<file path="src/affine_transform_clip_stack_assert.svh">
// Assertion macros for the affine clip stack RTL.
// Needs a clk and an active-low rst_n in the including module.
`ifndef AFFINE_TRANSFORM_CLIP_STACK_ASSERT_SVH
`define AFFINE_TRANSFORM_CLIP_STACK_ASSERT_SVH

// Condition that must hold at every clock edge out of reset
`define ATCS_ALWAYS(label, cond, msg) \
    label: assert property (@(posedge clk) disable iff (!rst_n) (cond)) else $error(msg);

// Implication checked in the same cycle
`define ATCS_IMPLIES(label, ante, cons, msg) \
    label: assert property (@(posedge clk) disable iff (!rst_n) (ante) |-> (cons)) \
        else $error(msg);

// Implication checked in the next cycle
`define ATCS_NEXT(label, ante, cons, msg) \
    label: assert property (@(posedge clk) disable iff (!rst_n) (ante) |=> (cons)) \
        else $error(msg);

`endif

</file>
<file path="src/atcs_pkg.sv">
// Shared types, codes and sizes for the affine clip stack.
// No dependencies; used by atcs_mac and the top level of the block.
package atcs_pkg;

    localparam int STACK_DEPTH = 16;
    localparam int TOP_W       = $clog2(STACK_DEPTH + 1);
    localparam int IDX_W       = (STACK_DEPTH > 1) ? $clog2(STACK_DEPTH) : 1;
    localparam int MAT_W       = 192;

    localparam logic [31:0] ONE_Q16   = 32'h0001_0000;
    localparam logic [15:0] CLAMP_MAX = 16'hFFFF;

    // Command codes
    localparam logic [2:0] ACT_CLIP_PUSH  = 3'd0;
    localparam logic [2:0] ACT_CLIP_POP   = 3'd1;
    localparam logic [2:0] ACT_XFORM_PUSH = 3'd2;
    localparam logic [2:0] ACT_XFORM_POP  = 3'd3;
    localparam logic [2:0] ACT_DRAW       = 3'd4;

    // Render-target operation codes
    localparam logic [2:0] OP_PUSH_CLIP  = 3'd0;
    localparam logic [2:0] OP_POP_CLIP   = 3'd1;
    localparam logic [2:0] OP_SET_MATRIX = 3'd2;
    localparam logic [2:0] OP_PUSH_LAYER = 3'd3;
    localparam logic [2:0] OP_POP_LAYER  = 3'd4;
    localparam logic [2:0] OP_DRAW       = 3'd5;
    localparam logic [2:0] OP_OVERFLOW   = 3'd6;

    // Multiplier schedule: last step of a push
    localparam logic [3:0] LAST_STEP = 4'd9;

    typedef enum logic [1:0] {
        ST_IDLE,
        ST_READ,
        ST_CALC,
        ST_EMIT
    } state_t;

    // a, b, c, d, tx, ty at indexes 0..5
    typedef logic [5:0][31:0] mat_t;

    typedef enum logic [1:0] {
        MK_SINGLE,
        MK_FIRST,
        MK_SECOND
    } mac_kind_t;

    typedef struct packed {
        logic               valid;
        logic [3:0]         tag;
        mac_kind_t          kind;
        logic signed [32:0] a;
        logic signed [32:0] b;
        logic signed [31:0] add;
    } mac_issue_t;

    typedef struct packed {
        logic               valid;
        logic [3:0]         tag;
        logic signed [31:0] value;
    } mac_res_t;

endpackage

</file>
<file path="src/atcs_mac.sv">
// Shared multiply, pair-accumulate and round-saturate unit.
// Depends on atcs_pkg for the issue and result types.
module atcs_mac import atcs_pkg::*; (
    input  logic       clk,
    input  logic       rst_n,
    input  mac_issue_t iss,
    output mac_res_t   res
);

    logic               pvalid_reg;
    logic [3:0]         ptag_reg;
    mac_kind_t          pkind_reg;
    logic signed [65:0] prod_reg;
    logic signed [31:0] padd_reg;
    logic signed [65:0] first_reg;

    logic signed [66:0] total;
    logic signed [66:0] rounded;
    logic signed [50:0] quot;
    logic signed [51:0] sum52;
    logic signed [31:0] sat_val;

    // Hold product stage control
    always_ff @(posedge clk or negedge rst_n)
    begin
        if (!rst_n)
        begin
            pvalid_reg <= 1'b0;
        end
        else
        begin
            pvalid_reg <= iss.valid;
        end
    end

    // Multiply, keep the first product of a pair
    always_ff @(posedge clk)
    begin
        ptag_reg  <= iss.tag;
        pkind_reg <= iss.kind;
        padd_reg  <= iss.add;
        prod_reg  <= $signed(iss.a) * $signed(iss.b);
        if (pvalid_reg && pkind_reg == MK_FIRST)
        begin
            first_reg <= prod_reg;
        end
    end

    // Round half up to Q16.16, add the offset term, saturate
    always_comb
    begin
        total   = 67'(prod_reg) + ((pkind_reg == MK_SECOND) ? 67'(first_reg) : 67'sd0);
        rounded = total + 67'sd32768;
        quot    = rounded[66:16];
        sum52   = 52'(quot) + 52'(padd_reg);
        if (sum52 > 52'sd2147483647)
        begin
            sat_val = 32'sh7FFF_FFFF;
        end
        else if (sum52 < -52'sd2147483648)
        begin
            sat_val = 32'sh8000_0000;
        end
        else
        begin
            sat_val = sum52[31:0];
        end
        res.valid = pvalid_reg && (pkind_reg != MK_FIRST);
        res.tag   = ptag_reg;
        res.value = sat_val;
    end

endmodule

</file>
<file path="config.mk">
export PLATFORM = sky130hd
export DESIGN_NAME = atcs_mac
export DESIGN_NICKNAME = d
export VERILOG_FILES = /design/src/affine_transform_clip_stack_assert.svh /design/src/atcs_pkg.sv /design/src/atcs_mac.sv
export SDC_FILE = /design/constraint.sdc
export NUM_CORES = 2
export LEC_CHECK = 0
export BUFFER_PORTS_ARGS = -buffer_cell sky130_fd_sc_hd__buf_2
export CORE_MARGIN = 5
export CORE_UTILIZATION = 29
export DETAILED_ROUTE_END_ITERATION = 12
export HOLD_SLACK_MARGIN = 0.08
export PLACE_DENSITY_LB_ADDON = 0.2
export SETUP_SLACK_MARGIN = 0.15
export SLEW_MARGIN = 20
export SYNTH_ARGS = -nofsm -noshare
export SYNTH_HDL_FRONTEND = slang
export SYNTH_SLANG_ARGS = --single-unit
</file>
<file path="constraint.sdc">
create_clock -name clk -period 8.75 [get_ports clk]
set_clock_uncertainty 0.15 [all_clocks]
set_input_delay 1.75 -clock clk [delete_from_list [all_inputs] [get_ports clk]]
set_output_delay 1.75 -clock clk [all_outputs]
set_load 0.01 [all_outputs]
</file>
==> reports/summary.log <==
INFO  outcome        outcome=complete, but fails checks
INFO  outcome        violated_checks=setup timing
INFO  place          dpl-instance-area=57800um^2
INFO  layout         mostFrequentLayoutCells=inv_1, fa_1, nand2_1, buf_4, ha_1
INFO  critical_path  number_of_buffers_and_inverters_on_the_critical_path=12
INFO  timing         timing_max_transition_violations_final=0
INFO  layout         num-fill-cells=17.2k
INFO  critical_path  cp-start-kind=flop
INFO  logic_synthesis synthDominantCellAreaShare=0.466
INFO  critical_path  path_delay_family=compound AO/OA/AOI/OAI gates
INFO  logic_synthesis most_area_hungry_cell_type_in_the_yosys_netlist=fa_1
INFO  place          gp_congestion=0.899
INFO  critical_path  crit-reg2reg-launch=pkind_reg[0]
INFO  logic_synthesis ys_seq_area_frac=0.0831
INFO  critical_path  worst_r2r_dst=first_reg[57]
INFO  floorplan      fp-row-count=151
INFO  floorplan      dieWidth=422um
INFO  timing         tightestPinTransition=0.877ns
INFO  logic_synthesis synthTopCellsByArea=fa_1, ha_1, inv_1
INFO  hold_path      hold_path_depth=0
INFO  logic_synthesis synthesis.area_per_instance=9.28um^2
INFO  floorplan      initial_utilization=0.291
INFO  layout         fin_util=0.367
INFO  layout         drive_gt1_frac=0.222
INFO  floorplan      die_y=422um
INFO  layout         flow.area_growth_from_synthesis=26.3%
INFO  critical_path  worstPathRequired=6.85ns
INFO  drt            vias_after_detailed_routing=37.5k
INFO  timing         finalSetupViolCount=39
INFO  drt            vias_per_cell=4.52
INFO  hold_path      source_of_the_worst_hold_timing_path=prod_reg[15]
INFO  logic_synthesis post_synth_num_cell_types=75
INFO  critical_path  crit_path_max_incr_delay=0.38ns
INFO  clock_tree     clk_latency=0.46ns
INFO  layout         layout.cells.most_common=inv_1
INFO  clock_tree     holdBufCountCts=0
INFO  layout         multi_input_area=41500um^2
INFO  floorplan      design.portCount=144
INFO  logic_synthesis post_synth_instance_area=49200um^2
INFO  grt            track_usage=0.170
INFO  timing         hold_ws=0.284ns
INFO  logic_synthesis number_of_flops_mapped_to_enable_cells_by_yosys=66
INFO  floorplan      fp.coreArea=169000um^2
INFO  layout         seqCellArea=4090um^2
INFO  timing         rsz_0062_raised_after_global_routing=true
INFO  clock_tree     numCtsBuffers=17
INFO  drt            drtIter0Drc=1871
INFO  drt            post_drt_wl_per_cell=18.3um
INFO  critical_path  cp_data_arrival_time=7.36ns
INFO  drt            remaining_antenna_violation_count=0
INFO  grt            grt_remaining_overflow=0
INFO  flow_run       cap_violations=0
INFO  timing         timing.fmax=108MHz
INFO  clock_tree     tritoncts_clock_tree=built
INFO  critical_path  worstPathMaxFanout=7
INFO  clock_tree     clkSlewWorstSetupHoldPaths=0.07ns
INFO  drt            drc=0
INFO  timing         period_share=1.06
INFO  timing         postLayoutSetupSlackWorst=-0.506ns
INFO  layout         final_net_count=7709
INFO  drt            wl=151000um
INFO  clock_tree     cts-root-buf=clkbuf_16
INFO  critical_path  critPathSlowestCell=dfxtp_4
INFO  grt            first_pass_grt_wire_length=238000um
INFO  place          numPortBuffers=143
INFO  logic_synthesis yosysWarningCount=0
INFO  clock_tree     total_clock_sinks=171
INFO  critical_path  reg2reg_slack=6.81ns
INFO  logic_synthesis ys_dominant_reg_cell=dfxtp_1
INFO  logic_synthesis fraction_of_registers_with_async_set_reset=0.00585
INFO  layout         stdcell_area=62100um^2
INFO  hold_path      hold_end=first_reg[15]
INFO  clock_tree     cts_buffer_depth=2
INFO  hold_path      holdCritPathClass=flop to flop
INFO  timing         finalHoldViolCount=0
INFO  grt            antenna_violations_before_repair=4
INFO  drt            number_of_iterations_in_the_first_detailed_routing_pass=5
INFO  logic_synthesis synthesis.nets=6954
INFO  grt            first_global_vias=40.8k
INFO  clock_tree     h-tree-depth=4
INFO  grt            grt_max_degree=67
INFO  timing         slew_headroom=0.415
INFO  critical_path  cp-end-kind=primary output
INFO  logic_synthesis syn-instance-count=5303
INFO  timing         finalWorstPathRequiredPeriod=9.26ns
INFO  critical_path  critPathKind=flop to primary output
INFO  logic_synthesis synth.ff_latch_count=171
INFO  floorplan      die_area=178000um^2
INFO  critical_path  worstRegToRegCells=3
INFO  place          hpwlAfterDp=132000um
worst max path at each step:
stage	startpoint	endpoint	slack (ns)	cells after the start
after floorplan	iss[97]	prod_reg[65]	0.10	25
after global placement	iss[88]	prod_reg[64]	-0.97	31
after detailed placement	iss[40]	prod_reg[59]	-1.01	30
after CTS	pkind_reg[1]	res[21]	-0.57	41
after global routing	pkind_reg[1]	res[1]	-1.01	43
final	pkind_reg[1]	res[4]	-0.51	42
synthesized netlist by cell type (9+ instances only):
master and number:
nand3_1 29, fa_1 1146, o21a_1 20, and4_1 9
a21o_1 131, and3_1 14, o21bai_1 25, xor2_1 55
a21oi_1 181, nand4_1 30, o211ai_1 10, xnor2_1 114
a211oi_1 11, a31oi_1 15, inv_1 1151, dfxtp_1 104
nor2_1 87, ha_1 398, nor3_1 18, nand2_1 841
nor2b_1 17, and2_1 367, o21ai_0 87, nand2b_1 39
edfxtp_1 66, clkbuf_1 236
metrics by stage:
step / setup slack, ns / setup TNS, ns / instances
floorplan: 0.104 / 0 / 5303
global placement: -0.968 / -35.05 / 8143
detailed placement: -1.01 / -33.98 / 8143
CTS: -0.570 / -17.19 / 8249
global route: -1.01 / -32.85 / 8289
finish: -0.506 / -14.75 / 8290
area by class of cell:
class                           instances  area share
Clock inverter                         13     0.00248
Tap cell                             2218      0.0447
Inverter                             1152      0.0698
Antenna cell                            2   0.0000805
Timing Repair Buffer                  976       0.142
Sequential cell                       171      0.0659
Clock buffer                           18     0.00725
Multi-Input combinational cell       3740       0.668
timing repair:
action / in CTS / in global routing
resized for setup: 395 / 253
setup buffers: 69 / 35
setup endpoints to repair: 57 / 58
pin swaps: 188 / 173
gates cloned: 6 / 4
logic make-up after synthesis:
kind of cell | Yosys count | share of synthesized area
AOI/OAI and AO/OA | 556 | 0.0731
and+or+nand+nor | 1471 | 0.140
adders and majority gates | 1544 | 0.567
buffers and inverters | 1392 | 0.107
xor gates and xnor gates | 169 | 0.0301
DFF | 171 | 0.0831
layer usage:
| metal | vias up | routed length, um | track usage |
|---|---|---|---|
| met5 | - | 13 | 0 |
| met1 | 19200 | 70900 | 0.240 |
| met4 | 2 | 3390 | 0.0334 |
| li1 | 17400 | - | - |
| met3 | 131 | 6410 | 0.0197 |
| met2 | 699 | 70700 | 0.282 |
Power is not shown: default switching activity piles up to over one toggle a cycle in this logic, so the estimate is an artifact.
