[src/affine_transform_clip_stack_assert.svh]
// Assertion macros for the affine clip stack RTL.
// Needs a clk and an active-low rst_n in the including module.
`ifndef AFFINE_TRANSFORM_CLIP_STACK_ASSERT_SVH
`define AFFINE_TRANSFORM_CLIP_STACK_ASSERT_SVH

// Condition that must hold at every clock edge out of reset
`define ATCS_ALWAYS(label, cond, msg) \
    label: assert property (@(posedge clk) disable iff (!rst_n) (cond)) else $error(msg);

// Implication checked in the same cycle
`define ATCS_IMPLIES(label, ante, cons, msg) \
    label: assert property (@(posedge clk) disable iff (!rst_n) (ante) |-> (cons)) \
        else $error(msg);

// Implication checked in the next cycle
`define ATCS_NEXT(label, ante, cons, msg) \
    label: assert property (@(posedge clk) disable iff (!rst_n) (ante) |=> (cons)) \
        else $error(msg);

`endif

[src/atcs_ram.sv]
// Generic single-write, single-read RAM with registered read data.
// No dependencies.
module atcs_ram #(
    parameter int WIDTH = 8,
    parameter int DEPTH = 16
) (
    input  logic                             clk,
    input  logic                             we,
    input  logic [$clog2(DEPTH > 1 ? DEPTH : 2)-1:0] waddr,
    input  logic [WIDTH-1:0]                 wdata,
    input  logic                             re,
    input  logic [$clog2(DEPTH > 1 ? DEPTH : 2)-1:0] raddr,
    output logic [WIDTH-1:0]                 rdata
);

    logic [WIDTH-1:0] mem [DEPTH];

    // Write port
    always_ff @(posedge clk)
    begin
        if (we)
        begin
            mem[waddr] <= wdata;
        end
    end

    // Registered read port
    always_ff @(posedge clk)
    begin
        if (re)
        begin
            rdata <= mem[raddr];
        end
    end

endmodule

[config.mk]
export PLATFORM = sky130hd
export DESIGN_NAME = atcs_ram
export DESIGN_NICKNAME = d
export VERILOG_FILES = /design/src/affine_transform_clip_stack_assert.svh /design/src/atcs_ram.sv
export SDC_FILE = /design/constraint.sdc
export NUM_CORES = 1
export LEC_CHECK = 0
export ABC_AREA = 0
export BUFFER_PORTS_ARGS = -buffer_cell sky130_fd_sc_hd__buf_4
export CORE_MARGIN = 2
export CORE_UTILIZATION = 40
export CTS_BUF_LIST = sky130_fd_sc_hd__clkbuf_2
export DETAILED_ROUTE_END_ITERATION = 10
export PLACE_DENSITY = 0.54
export SETUP_SLACK_MARGIN = 0.2
export SYNTH_ARGS = -nofsm -noshare
export SYNTH_HDL_FRONTEND = slang
export SYNTH_SLANG_ARGS = --single-unit
[constraint.sdc]
create_clock -name clk -period 5.25 [get_ports clk]
set_clock_uncertainty 0.1 [all_clocks]
set_input_delay 1.05 -clock clk [delete_from_list [all_inputs] [get_ports clk]]
set_output_delay 1.05 -clock clk [all_outputs]
set_load 0.01 [all_outputs]
==> flow_summary.json, run 1 <==
{
  "outcome": "finished, final reports clean",
  "initial_core_util_pct": 41.3,
  "final_cell_mix": "136 x sky130_fd_sc_hd__edfxtp_1, 28 x sky130_fd_sc_hd__buf_4, 20 x sky130_fd_sc_hd__clkbuf_2, 18 x sky130_fd_sc_hd__mux4_2, 16 x sky130_fd_sc_hd__a22oi_1",
  "ctsRootBufferMaster": "sky130_fd_sc_hd__clkbuf_2",
  "cts_max_path_buffers": 2,
  "syn_nets": 248,
  "drtIter0Drc": 99,
  "power_density_mw_per_mm2": 328,
  "std_cell_rows": 41,
  "routed_wire_length_per_instance_um": 21.5,
  "grt_first_pass_wirelength_um": 14600,
  "synth_warnings": 0,
  "gp_congestion": 0.750,
  "max_freq_mhz": 410,
  "cts_post_setup_buffers_inserted": 0,
  "clock_insertion_delay_worst_skew_ns": 0.64,
  "final_hold_viol_count": 0,
  "max-vdd-ir-drop_v": 0.000119,
  "ys_seq_area_share_pct": 78.1,
  "yosys_register_bits": 136,
  "max-slew-margin-rel_pct": 20.5,
  "rsz_0062_raised_after_global_routing": "false",
  "path_cells": "buf_4, or3b_2, nor3_1",
  "die-width_um": 118,
  "grt_antenna_before_repair": 1,
  "routed_via_density": 5.24,
  "dr_total_vias": 2367,
  "tritoncts.num_buffers": 17,
  "worst_slew_pin_slew_ns": 1.18,
  "placed_cell_area_mm2": 0.00557,
  "cts.htree.levels": 4,
  "final_period_utilization_pct": 46.4,
  "io_pins": 27,
  "slew_violations": 0,
  "clock_pin_slew_reported_for_the_worst_setup_and_hold_paths_after_clock_tree_synthesis_ns": 0.19,
  "timing.final.crit_period_ns": 2.44,
  "syn_inst": 229,
  "worst-endpoint-arrival_ns": 2.60,
  "clock_sinks": 136,
  "cts-resized-gates": 0,
  "timing.max_cap.violations": 0,
  "required_ns": 5.41,
  "stdcell_area_mm2": 0.00578,
  "timing.critical_path.slowest_cell_delay_ns": 0.92,
  "core_mm2": 0.0127,
  "ratio_of_cells_with_drive_above_1_in_the_final_layout_pct": 27.6,
  "worst_slack_ns": 2.81,
  "layout_commonest_cell": "sky130_fd_sc_hd__edfxtp_1",
  "detail-route-antenna-nets": 0,
  "timing.setup.tns_ns": 0,
  "dieArea_mm2": 0.0140,
  "maximum_number_of_pins_on_one_net_before_global_route_repair": 33,
  "critical_path.max_fanout": 8,
  "setup_violations": 0,
  "post_synth_instance_area_mm2": 0.00523,
  "worst_setup_path_end_kind": "flip-flop",
  "critical_path.slowest_cell": "sky130_fd_sc_hd__nor3_1",
  "post-dp-hpwl_um": 5970,
  "gr-usage-all-layers_pct": 14.9,
  "numPortBuffers": 26,
  "power.static_leakage_uw": 0.00188,
  "holdBufCountCts": 0,
  "final_net_count": 285,
  "drcViolationCount": 0,
  "cp-start-kind": "primary input",
  "global_route.overflow_total": 0,
  "vias_in_the_first_global_route": 2434,
  "setup.worst_path.class": "primary input to flip-flop",
  "tritoncts": "yes",
  "hold_path_class": "primary input to flip-flop",
  "synth_cell_types": 18,
  "dieHeight_um": 118,
  "detailedRoute.firstPassIterationCount": 6,
  "post_placement_worst_setup_slack_ns": 2.17,
  "filler_cell_count": 1097,
  "syn2layout_area_growth_pct": 10.6,
  "postRouteWirelength_um": 9710,
  "avgSynthCellArea_um2": 22.8
}
[worst max-delay path, delay by kind of cell]
kind	cells	cell delay [ns]
simple gates	2	1.43
buf+inv	1	0.12
[worst paths after layout]
check	start	slack [ns]	cells after the start	endpoint
min	re	0.61	1	rdata[5]
max reg2reg	mem[8][4]	3.63	3	rdata[4]
max	waddr[2]	2.81	3	mem[0][0]
min reg2reg	mem[15][0]	0.66	3	rdata[0]
[cells in the mapped netlist]
master | number | area, um2
sky130_fd_sc_hd__edfxtp_1 | 136 | 4080
sky130_fd_sc_hd__mux4_2 | 18 | 405
sky130_fd_sc_hd__and2b_1 | 1 | 7.51
sky130_fd_sc_hd__buf_2 | 3 | 15.0
sky130_fd_sc_hd__a22oi_1 | 16 | 120
sky130_fd_sc_hd__and2_1 | 1 | 6.26
sky130_fd_sc_hd__nand2b_1 | 2 | 12.5
sky130_fd_sc_hd__mux4_1 | 14 | 368
sky130_fd_sc_hd__nand2_1 | 9 | 33.8
sky130_fd_sc_hd__nand3_1 | 1 | 5.00
sky130_fd_sc_hd__clkdlybuf4s25_2 | 3 | 30.0
sky130_fd_sc_hd__buf_4 | 1 | 7.51
sky130_fd_sc_hd__nand3b_1 | 2 | 15.0
sky130_fd_sc_hd__buf_6 | 3 | 33.8
sky130_fd_sc_hd__nor2_1 | 13 | 48.8
sky130_fd_sc_hd__nor2b_1 | 1 | 6.26
sky130_fd_sc_hd__nor3_1 | 4 | 20.0
sky130_fd_sc_hd__or3b_2 | 1 | 8.76
[final cells by class]
| type | count | area [um2] | area share [%] |
|---|---|---|---|
| Sequential cell | 136 | 4080 | 70.6 |
| Clock buffer | 20 | 100 | 1.73 |
| Clock inverter | 12 | 109 | 1.88 |
| Timing Repair Buffer | 28 | 210 | 3.63 |
| Tap cell | 172 | 215 | 3.72 |
| Multi-Input combinational cell | 83 | 1060 | 18.4 |
| Antenna cell | 1 | 2.50 | 0.0433 |
[per-layer routing]
metal	global-route usage, %	share of wire (%)	up-vias
met4	6.48	1.6	0
met1	20.3	44	1226
met2	22.5	49	72
li1	-	-	1056
met3	4.15	5.3	13
met5	0	0	-
[logic make-up after synthesis]
logic type	after synthesis	share of synthesized area, %
and+or+nand+nor	35	3.14
muxes	32	14.8
AOI/OAI and AO/OA	16	2.30
DFF	136	78.1
buffers and inverters	10	1.65
[sequential cells by signal, indices dropped and copies added, names as in the netlist]
name	flops
rdata	8
mem	128
[metrics by stage]
stage	hold slack, ns	instances	power (uW)	utilization (%)
5_1_grt	0.498	452	1980	45.6
4_1_cts	0.530	451	1920	45.6
2_1_floorplan	0.605	229	1320	-
3_5_place_dp	0.628	419	1370	44.0
6_report	0.610	452	1900	45.6
3_3_place_gp	0.627	419	1370	44.0
[report_power, final]
| group | switching [uW] | total, uW | internal [uW] |
|---|---|---|---|
| Combinational | 64.7 | 114 | 48.9 |
| Clock | 344 | 558 | 214 |
| Sequential | 5.70 | 1230 | 1220 |
| Total | 415 | 1900 | 1480 |
No activity file was read; power rests on OpenSTA's default activity.
==> inputs of run 2 (changes only) <==
--- a/config.mk
+++ b/config.mk
@@ -11,7 +11,7 @@
 export CORE_UTILIZATION = 40
 export CTS_BUF_LIST = sky130_fd_sc_hd__clkbuf_2
 export DETAILED_ROUTE_END_ITERATION = 10
-export PLACE_DENSITY = 0.54
+export PLACE_DENSITY = 0.56
 export SETUP_SLACK_MARGIN = 0.2
 export SYNTH_ARGS = -nofsm -noshare
 export SYNTH_HDL_FRONTEND = slang
==> constraint.sdc (replaced) <==
create_clock -name clk -period 2 [get_ports clk]
set_clock_uncertainty 0.1 [all_clocks]
set_input_delay 0.4 -clock clk [delete_from_list [all_inputs] [get_ports clk]]
set_output_delay 0.4 -clock clk [all_outputs]
set_load 0.01 [all_outputs]
==> run 2 against run 1 <==
Clock-buffer cell count grew 1. Critical endpoint is now rdata[7]. Flip-flop and latch count is the same. Clock power grew 140%. Sequential power grew to 2.6 times the previous value. Combinational power grew to 3.0 times the previous value. Via count grew 4.1%. Routed wire length grew 4.7%. Final area grew 5.0%. Non-clock buffer count grew 30. Setup slack lost 2.6 ns.
==> flow_summary.json, run 2 (same netlist as run 1, synthesis figures left out) <==
{
  "outcome": "finished, final reports clean",
  "clockPowerShare_pct": 27.4,
  "routed_via_density": 5.12,
  "std_cell_rows": 41,
  "worst_setup_path_end_kind": "output port",
  "syn2layout_area_growth_pct": 16.2,
  "comb_power_share_pct": 7.0,
  "drcViolationCount": 0,
  "largest-register": "mem",
  "clock_insertion_delay_worst_skew_ns": 0.64,
  "seqPwrFrac_pct": 65.6,
  "setup.worst_path.class": "flip-flop to output port",
  "ratio_of_cells_with_drive_above_1_in_the_final_layout_pct": 32.1,
  "global_route.overflow_total": 0,
  "power.switching_uw": 1100,
  "cp.buffers_inverters": 1,
  "sw_frac_of_total_pct": 22.3,
  "dieArea_mm2": 0.0140,
  "dr_total_vias": 2463,
  "io_pins": 27,
  "initial_core_util_pct": 41.3,
  "placed_cell_area_mm2": 0.00578,
  "layout_commonest_cell": "sky130_fd_sc_hd__edfxtp_1",
  "max-vdd-ir-drop_v": 0.000261,
  "gp_congestion": 0.704,
  "setup_violations": 0,
  "power_density_mw_per_mm2": 809,
  "stdcell_area_mm2": 0.00607,
  "critical_path.max_fanout": 1,
  "critical_path.slowest_cell": "sky130_fd_sc_hd__edfxtp_1",
  "cts.htree.levels": 4,
  "power.internal_uw": 3820,
  "worst-endpoint-arrival_ns": 1.28,
  "timing.final.crit_period_ns": 1.78,
  "numPortBuffers": 26,
  "postRouteWirelength_um": 10200,
  "cp-start-kind": "flip-flop",
  "grt_antenna_before_repair": 1,
  "core_mm2": 0.0127,
  "largestRegisters": "mem (128), rdata (8)",
  "final_period_utilization_pct": 88.9,
  "max_freq_mhz": 562,
  "cts_max_path_buffers": 2,
  "timing.max_cap.violations": 0,
  "detailedRoute.firstPassIterationCount": 4,
  "filler_cell_count": 1083,
  "tritoncts": "yes",
  "dieHeight_um": 118,
  "clock_sinks": 136,
  "largest_register_ff_count": 128,
  "final_net_count": 315,
  "cts_post_setup_buffers_inserted": 0,
  "path_cells": "buf_6",
  "max-slew-margin-rel_pct": 51.3,
  "final_cell_mix": "136 x sky130_fd_sc_hd__edfxtp_1, 41 x sky130_fd_sc_hd__buf_4, 21 x sky130_fd_sc_hd__clkbuf_2, 18 x sky130_fd_sc_hd__mux4_2, 16 x sky130_fd_sc_hd__a22oi_1",
  "required_ns": 1.50,
  "detail-route-antenna-nets": 0,
  "worst_slew_pin_slew_ns": 0.728,
  "ctsRootBufferMaster": "sky130_fd_sc_hd__clkbuf_2",
  "drtIter0Drc": 194,
  "clock_pin_slew_reported_for_the_worst_setup_and_hold_paths_after_clock_tree_synthesis_ns": 0.18,
  "grt_first_pass_wirelength_um": 15300,
  "hold_ws_ns": 0.161,
  "timing.critical_path.slowest_cell_delay_ns": 0.48,
  "rsz_0062_raised_after_global_routing": "true",
  "power.static_leakage_uw": 0.00204,
  "maximum_number_of_pins_on_one_net_before_global_route_repair": 22,
  "gr-usage-all-layers_pct": 15.5,
  "vias_in_the_first_global_route": 2564,
  "die-width_um": 118,
  "post-dp-hpwl_um": 6510,
  "hold_path_class": "primary input to flip-flop",
  "slew_violations": 0,
  "routed_wire_length_per_instance_um": 21.1,
  "tritoncts.num_buffers": 17,
  "cpLargestDelayFamily": "flip-flops",
  "final_hold_viol_count": 0
}
## run 2: cell types whose count changed in the layout (fill, tap and decap cells not counted)
cell / delta
sky130_fd_sc_hd__buf_4: +13
sky130_fd_sc_hd__dlygate4sd3_1: +9
sky130_fd_sc_hd__buf_12: +4
sky130_fd_sc_hd__buf_6: +4
sky130_fd_sc_hd__clkinv_1: -2
sky130_fd_sc_hd__clkinvlp_4: +2
sky130_fd_sc_hd__bufinv_16: -1
sky130_fd_sc_hd__clkbuf_2: +1
sky130_fd_sc_hd__clkinv_2: -1
## run 2: area by class of cell
class,count,area [um2],area share [%]
tap,172,215,3.54
clock buffer,21,105,1.73
sequential,136,4080,67.2
clock inverter,10,81.3,1.34
timing repair buffer,58,523,8.61
multi-input combinational,83,1060,17.5
antenna,1,2.50,0.0412
## run 2: worst paths after layout
path | start | end | slack [ns] | depth (start not counted)
hold / removal | waddr[1] | mem[0][4] | 0.16 | 3
setup reg to reg | mem[8][1] | rdata[1] | 0.38 | 3
setup / recovery | rdata[7] | rdata[7] | 0.22 | 1
hold reg to reg | mem[5][3] | rdata[3] | 0.67 | 3
## run 2: power by group through the flow
stage                     combinational (uW)  clock (uW)  sequential (uW)
after floorplan                          162           0             3290
after global routing                     371        1510             3230
after global placement                   331           0             3290
final                                    345        1350             3230
after detailed placement                 334           0             3290
after CTS                                350        1400             3230
## run 2: tightest hold or removal path, stage by stage
cell	delay, ns
sky130_fd_sc_hd__buf_4	0.12
sky130_fd_sc_hd__nor3_2	0.05
sky130_fd_sc_hd__buf_4	0.17
## run 2: metal layers
layer	share of wire (%)	GRT usage [%]	wire length (um)	up-vias
li1	-	-	-	1113
met1	47	21.0	4790	1284
met2	48	23.8	4840	57
met3	3.9	4.58	394	9
met4	1.5	5.42	148	0
met5	0	0	0	-
## run 2: timing repair
item | in CTS | in global routing
pin swaps | 0 | 0
setup endpoints to repair | 2 | 6
resized for setup | 2 | 2
hold endpoints to repair | 136 | 0
hold buffers | 9 | 0
## run 2: metrics by stage
stage	cells	util, %	power [uW]	worst slack, ns	TNS, ns
2_1_floorplan	229	-	3450	0.218	0
3_3_place_gp	440	45.6	3620	-0.0493	-0.101
3_5_place_dp	440	45.6	3620	-0.0721	-0.123
4_1_cts	480	47.9	4970	0.157	0
5_1_grt	481	47.9	5120	0.128	0
6_report	481	47.9	4920	0.221	0
==> inputs of run 3 (changes only) <==
--- a/config.mk
+++ b/config.mk
@@ -10,9 +10,10 @@
 export CORE_MARGIN = 2
 export CORE_UTILIZATION = 40
 export CTS_BUF_LIST = sky130_fd_sc_hd__clkbuf_2
+export CTS_CLUSTER_DIAMETER = 30
 export DETAILED_ROUTE_END_ITERATION = 10
 export PLACE_DENSITY = 0.56
-export SETUP_SLACK_MARGIN = 0.2
+export SETUP_SLACK_MARGIN = 0.4
 export SYNTH_ARGS = -nofsm -noshare
 export SYNTH_HDL_FRONTEND = slang
 export SYNTH_SLANG_ARGS = --single-unit
==> run 3 against run 2 <==
Via count up 0.77%. Final area fell by 0.10%. Non-clock buffer count rose by 1.
==> flow_summary.json, run 3 (same netlist as run 1, synthesis figures left out) <==
{
  "final_hold_viol_count": 0,
  "global_route.overflow_total": 0,
  "maximum_number_of_pins_on_one_net_before_global_route_repair": 18,
  "layout_commonest_cell": "sky130_fd_sc_hd__edfxtp_1",
  "cpLargestDelayFamily": "flip-flops",
  "post-dp-hpwl_um": 6640,
  "largestRegisters": "mem (128), rdata (8)",
  "stdcell_area_mm2": 0.00607,
  "tritoncts.num_buffers": 17,
  "required_ns": 1.50,
  "reg2reg_setup_slack_ns": 0.44,
  "final_cell_mix": "136 x sky130_fd_sc_hd__edfxtp_1, 40 x sky130_fd_sc_hd__buf_4, 32 x sky130_fd_sc_hd__mux4_2, 21 x sky130_fd_sc_hd__clkbuf_2, 11 x sky130_fd_sc_hd__a22oi_1",
  "syn2layout_area_growth_pct": 16.1,
  "ratio_of_cells_with_drive_above_1_in_the_final_layout_pct": 38.8,
  "cts.htree.levels": 4,
  "slew_violations": 0,
  "max_freq_mhz": 568,
  "critical_path.slowest_cell": "sky130_fd_sc_hd__edfxtp_1",
  "drcViolationCount": 0,
  "cts_post_setup_buffers_inserted": 0,
  "std_cell_rows": 41,
  "routed_wire_length_per_instance_um": 22.0,
  "layout.core_utilization_pct": 47.9,
  "worst_slew_pin_slew_ns": 0.864,
  "largest-register": "mem",
  "max-slew-margin-rel_pct": 42.3,
  "outcome": "finished, final reports clean",
  "cp.buffers_inverters": 1,
  "dieHeight_um": 118,
  "numPlacedInstances": 441,
  "die-width_um": 118,
  "path_cells": "buf_6",
  "tritoncts": "yes",
  "placed_cell_area_mm2": 0.00577,
  "critical_path.max_fanout": 1,
  "num_antenna_cells": 0,
  "area.sequential_mm2": 0.00408,
  "gr-usage-all-layers_pct": 16.2,
  "cts_max_path_buffers": 2,
  "rsz_0062_raised_after_global_routing": "true",
  "multi_input_area_mm2": 0.00107,
  "timing.final.crit_period_ns": 1.76,
  "drtIter0Drc": 246,
  "ctsRootBufferMaster": "sky130_fd_sc_hd__clkbuf_2",
  "io_pins": 27,
  "initial_core_util_pct": 41.3,
  "largest_register_ff_count": 128,
  "cp-start-kind": "flip-flop",
  "gp_congestion": 0.729,
  "design_power_total_uw": 4890,
  "power.internal_uw": 3810,
  "dieArea_mm2": 0.0140,
  "numPortBuffers": 26,
  "setup.worst_path.class": "flip-flop to output port",
  "detailedRoute.firstPassIterationCount": 4,
  "comb_power_share_pct": 7.6,
  "hold_path_class": "primary input to flip-flop",
  "power.switching_uw": 1080,
  "dr_total_vias": 2482,
  "timing.max_cap.violations": 0,
  "worst_slack_ns": 0.240,
  "routed_via_density": 5.18,
  "core_mm2": 0.0127,
  "clock_insertion_delay_worst_skew_ns": 0.67,
  "final_net_count": 316,
  "filler_cell_count": 1080,
  "clock_pin_slew_reported_for_the_worst_setup_and_hold_paths_after_clock_tree_synthesis_ns": 0.17,
  "vias_in_the_first_global_route": 2616,
  "clock_sinks": 136,
  "grt_first_pass_wirelength_um": 16000,
  "seqPwrFrac_pct": 66.0,
  "final_period_utilization_pct": 88.0,
  "power_density_mw_per_mm2": 806,
  "timing.critical_path.slowest_cell_delay_ns": 0.46,
  "worst-endpoint-arrival_ns": 1.26,
  "power.static_leakage_uw": 0.00199,
  "worst_setup_path_end_kind": "output port",
  "setup_violations": 0,
  "max-vdd-ir-drop_v": 0.000496,
  "detail-route-antenna-nets": 0,
  "post_placement_worst_setup_slack_ns": -0.0927,
  "postRouteWirelength_um": 10500,
  "grt_antenna_before_repair": 0,
  "clockPowerShare_pct": 26.4,
  "sw_frac_of_total_pct": 22.0,
  "finish.cell_count_without_fillers": 479
}
==> run 3: power by group through the flow <==
stage	logic [uW]	clock network [uW]	registers, uW
global route	400	1480	3230
detailed placement	349	0	3290
finish	370	1290	3230
floorplan	180	0	3290
global placement	343	0	3290
CTS	373	1340	3230
==> run 3: cell type report <==
| cell class | instances | share of cell area [%] |
|---|---|---|
| Clock buffer | 21 | 1.73 |
| Clock inverter | 8 | 0.969 |
| Multi-Input combinational cell | 83 | 17.6 |
| Sequential cell | 136 | 67.3 |
| Tap cell | 172 | 3.55 |
| Timing Repair Buffer | 59 | 8.87 |
==> run 3: path summary, 6_finish.rpt <==
path / from / to / depth (start not counted)
worst max-delay path: rdata[7] / rdata[7] / 1
worst min-delay path: waddr[1] / mem[0][7] / 3
worst max register to register: mem[9][7] / rdata[7] / 3
worst min register to register: mem[14][2] / rdata[2] / 3
==> run 3: per-layer routing <==
layer	vias up	track usage (%)	wire length, um	share of wire [%]
li1	1101	-	-	-
met1	1315	22.9	4850	46
met2	55	24.3	5050	48
met3	11	4.30	496	4.7
met4	0	5.65	123	1.2
met5	-	0	0	0
==> run 3: through the flow <==
stage	hold WS (ns)	setup TNS, ns
finish	0.152	0
global route	0.0692	0
CTS	0.0917	0
detailed placement	0.629	-0.139
global placement	0.616	-0.143
floorplan	0.399	0
==> run 3: what timing repair did <==
action	CTS	global route
pin swaps	0	1
endpoints found under the hold margin	136	0
endpoints found under the setup margin	10	11
hold buffers	9	0
resized for setup	8	4
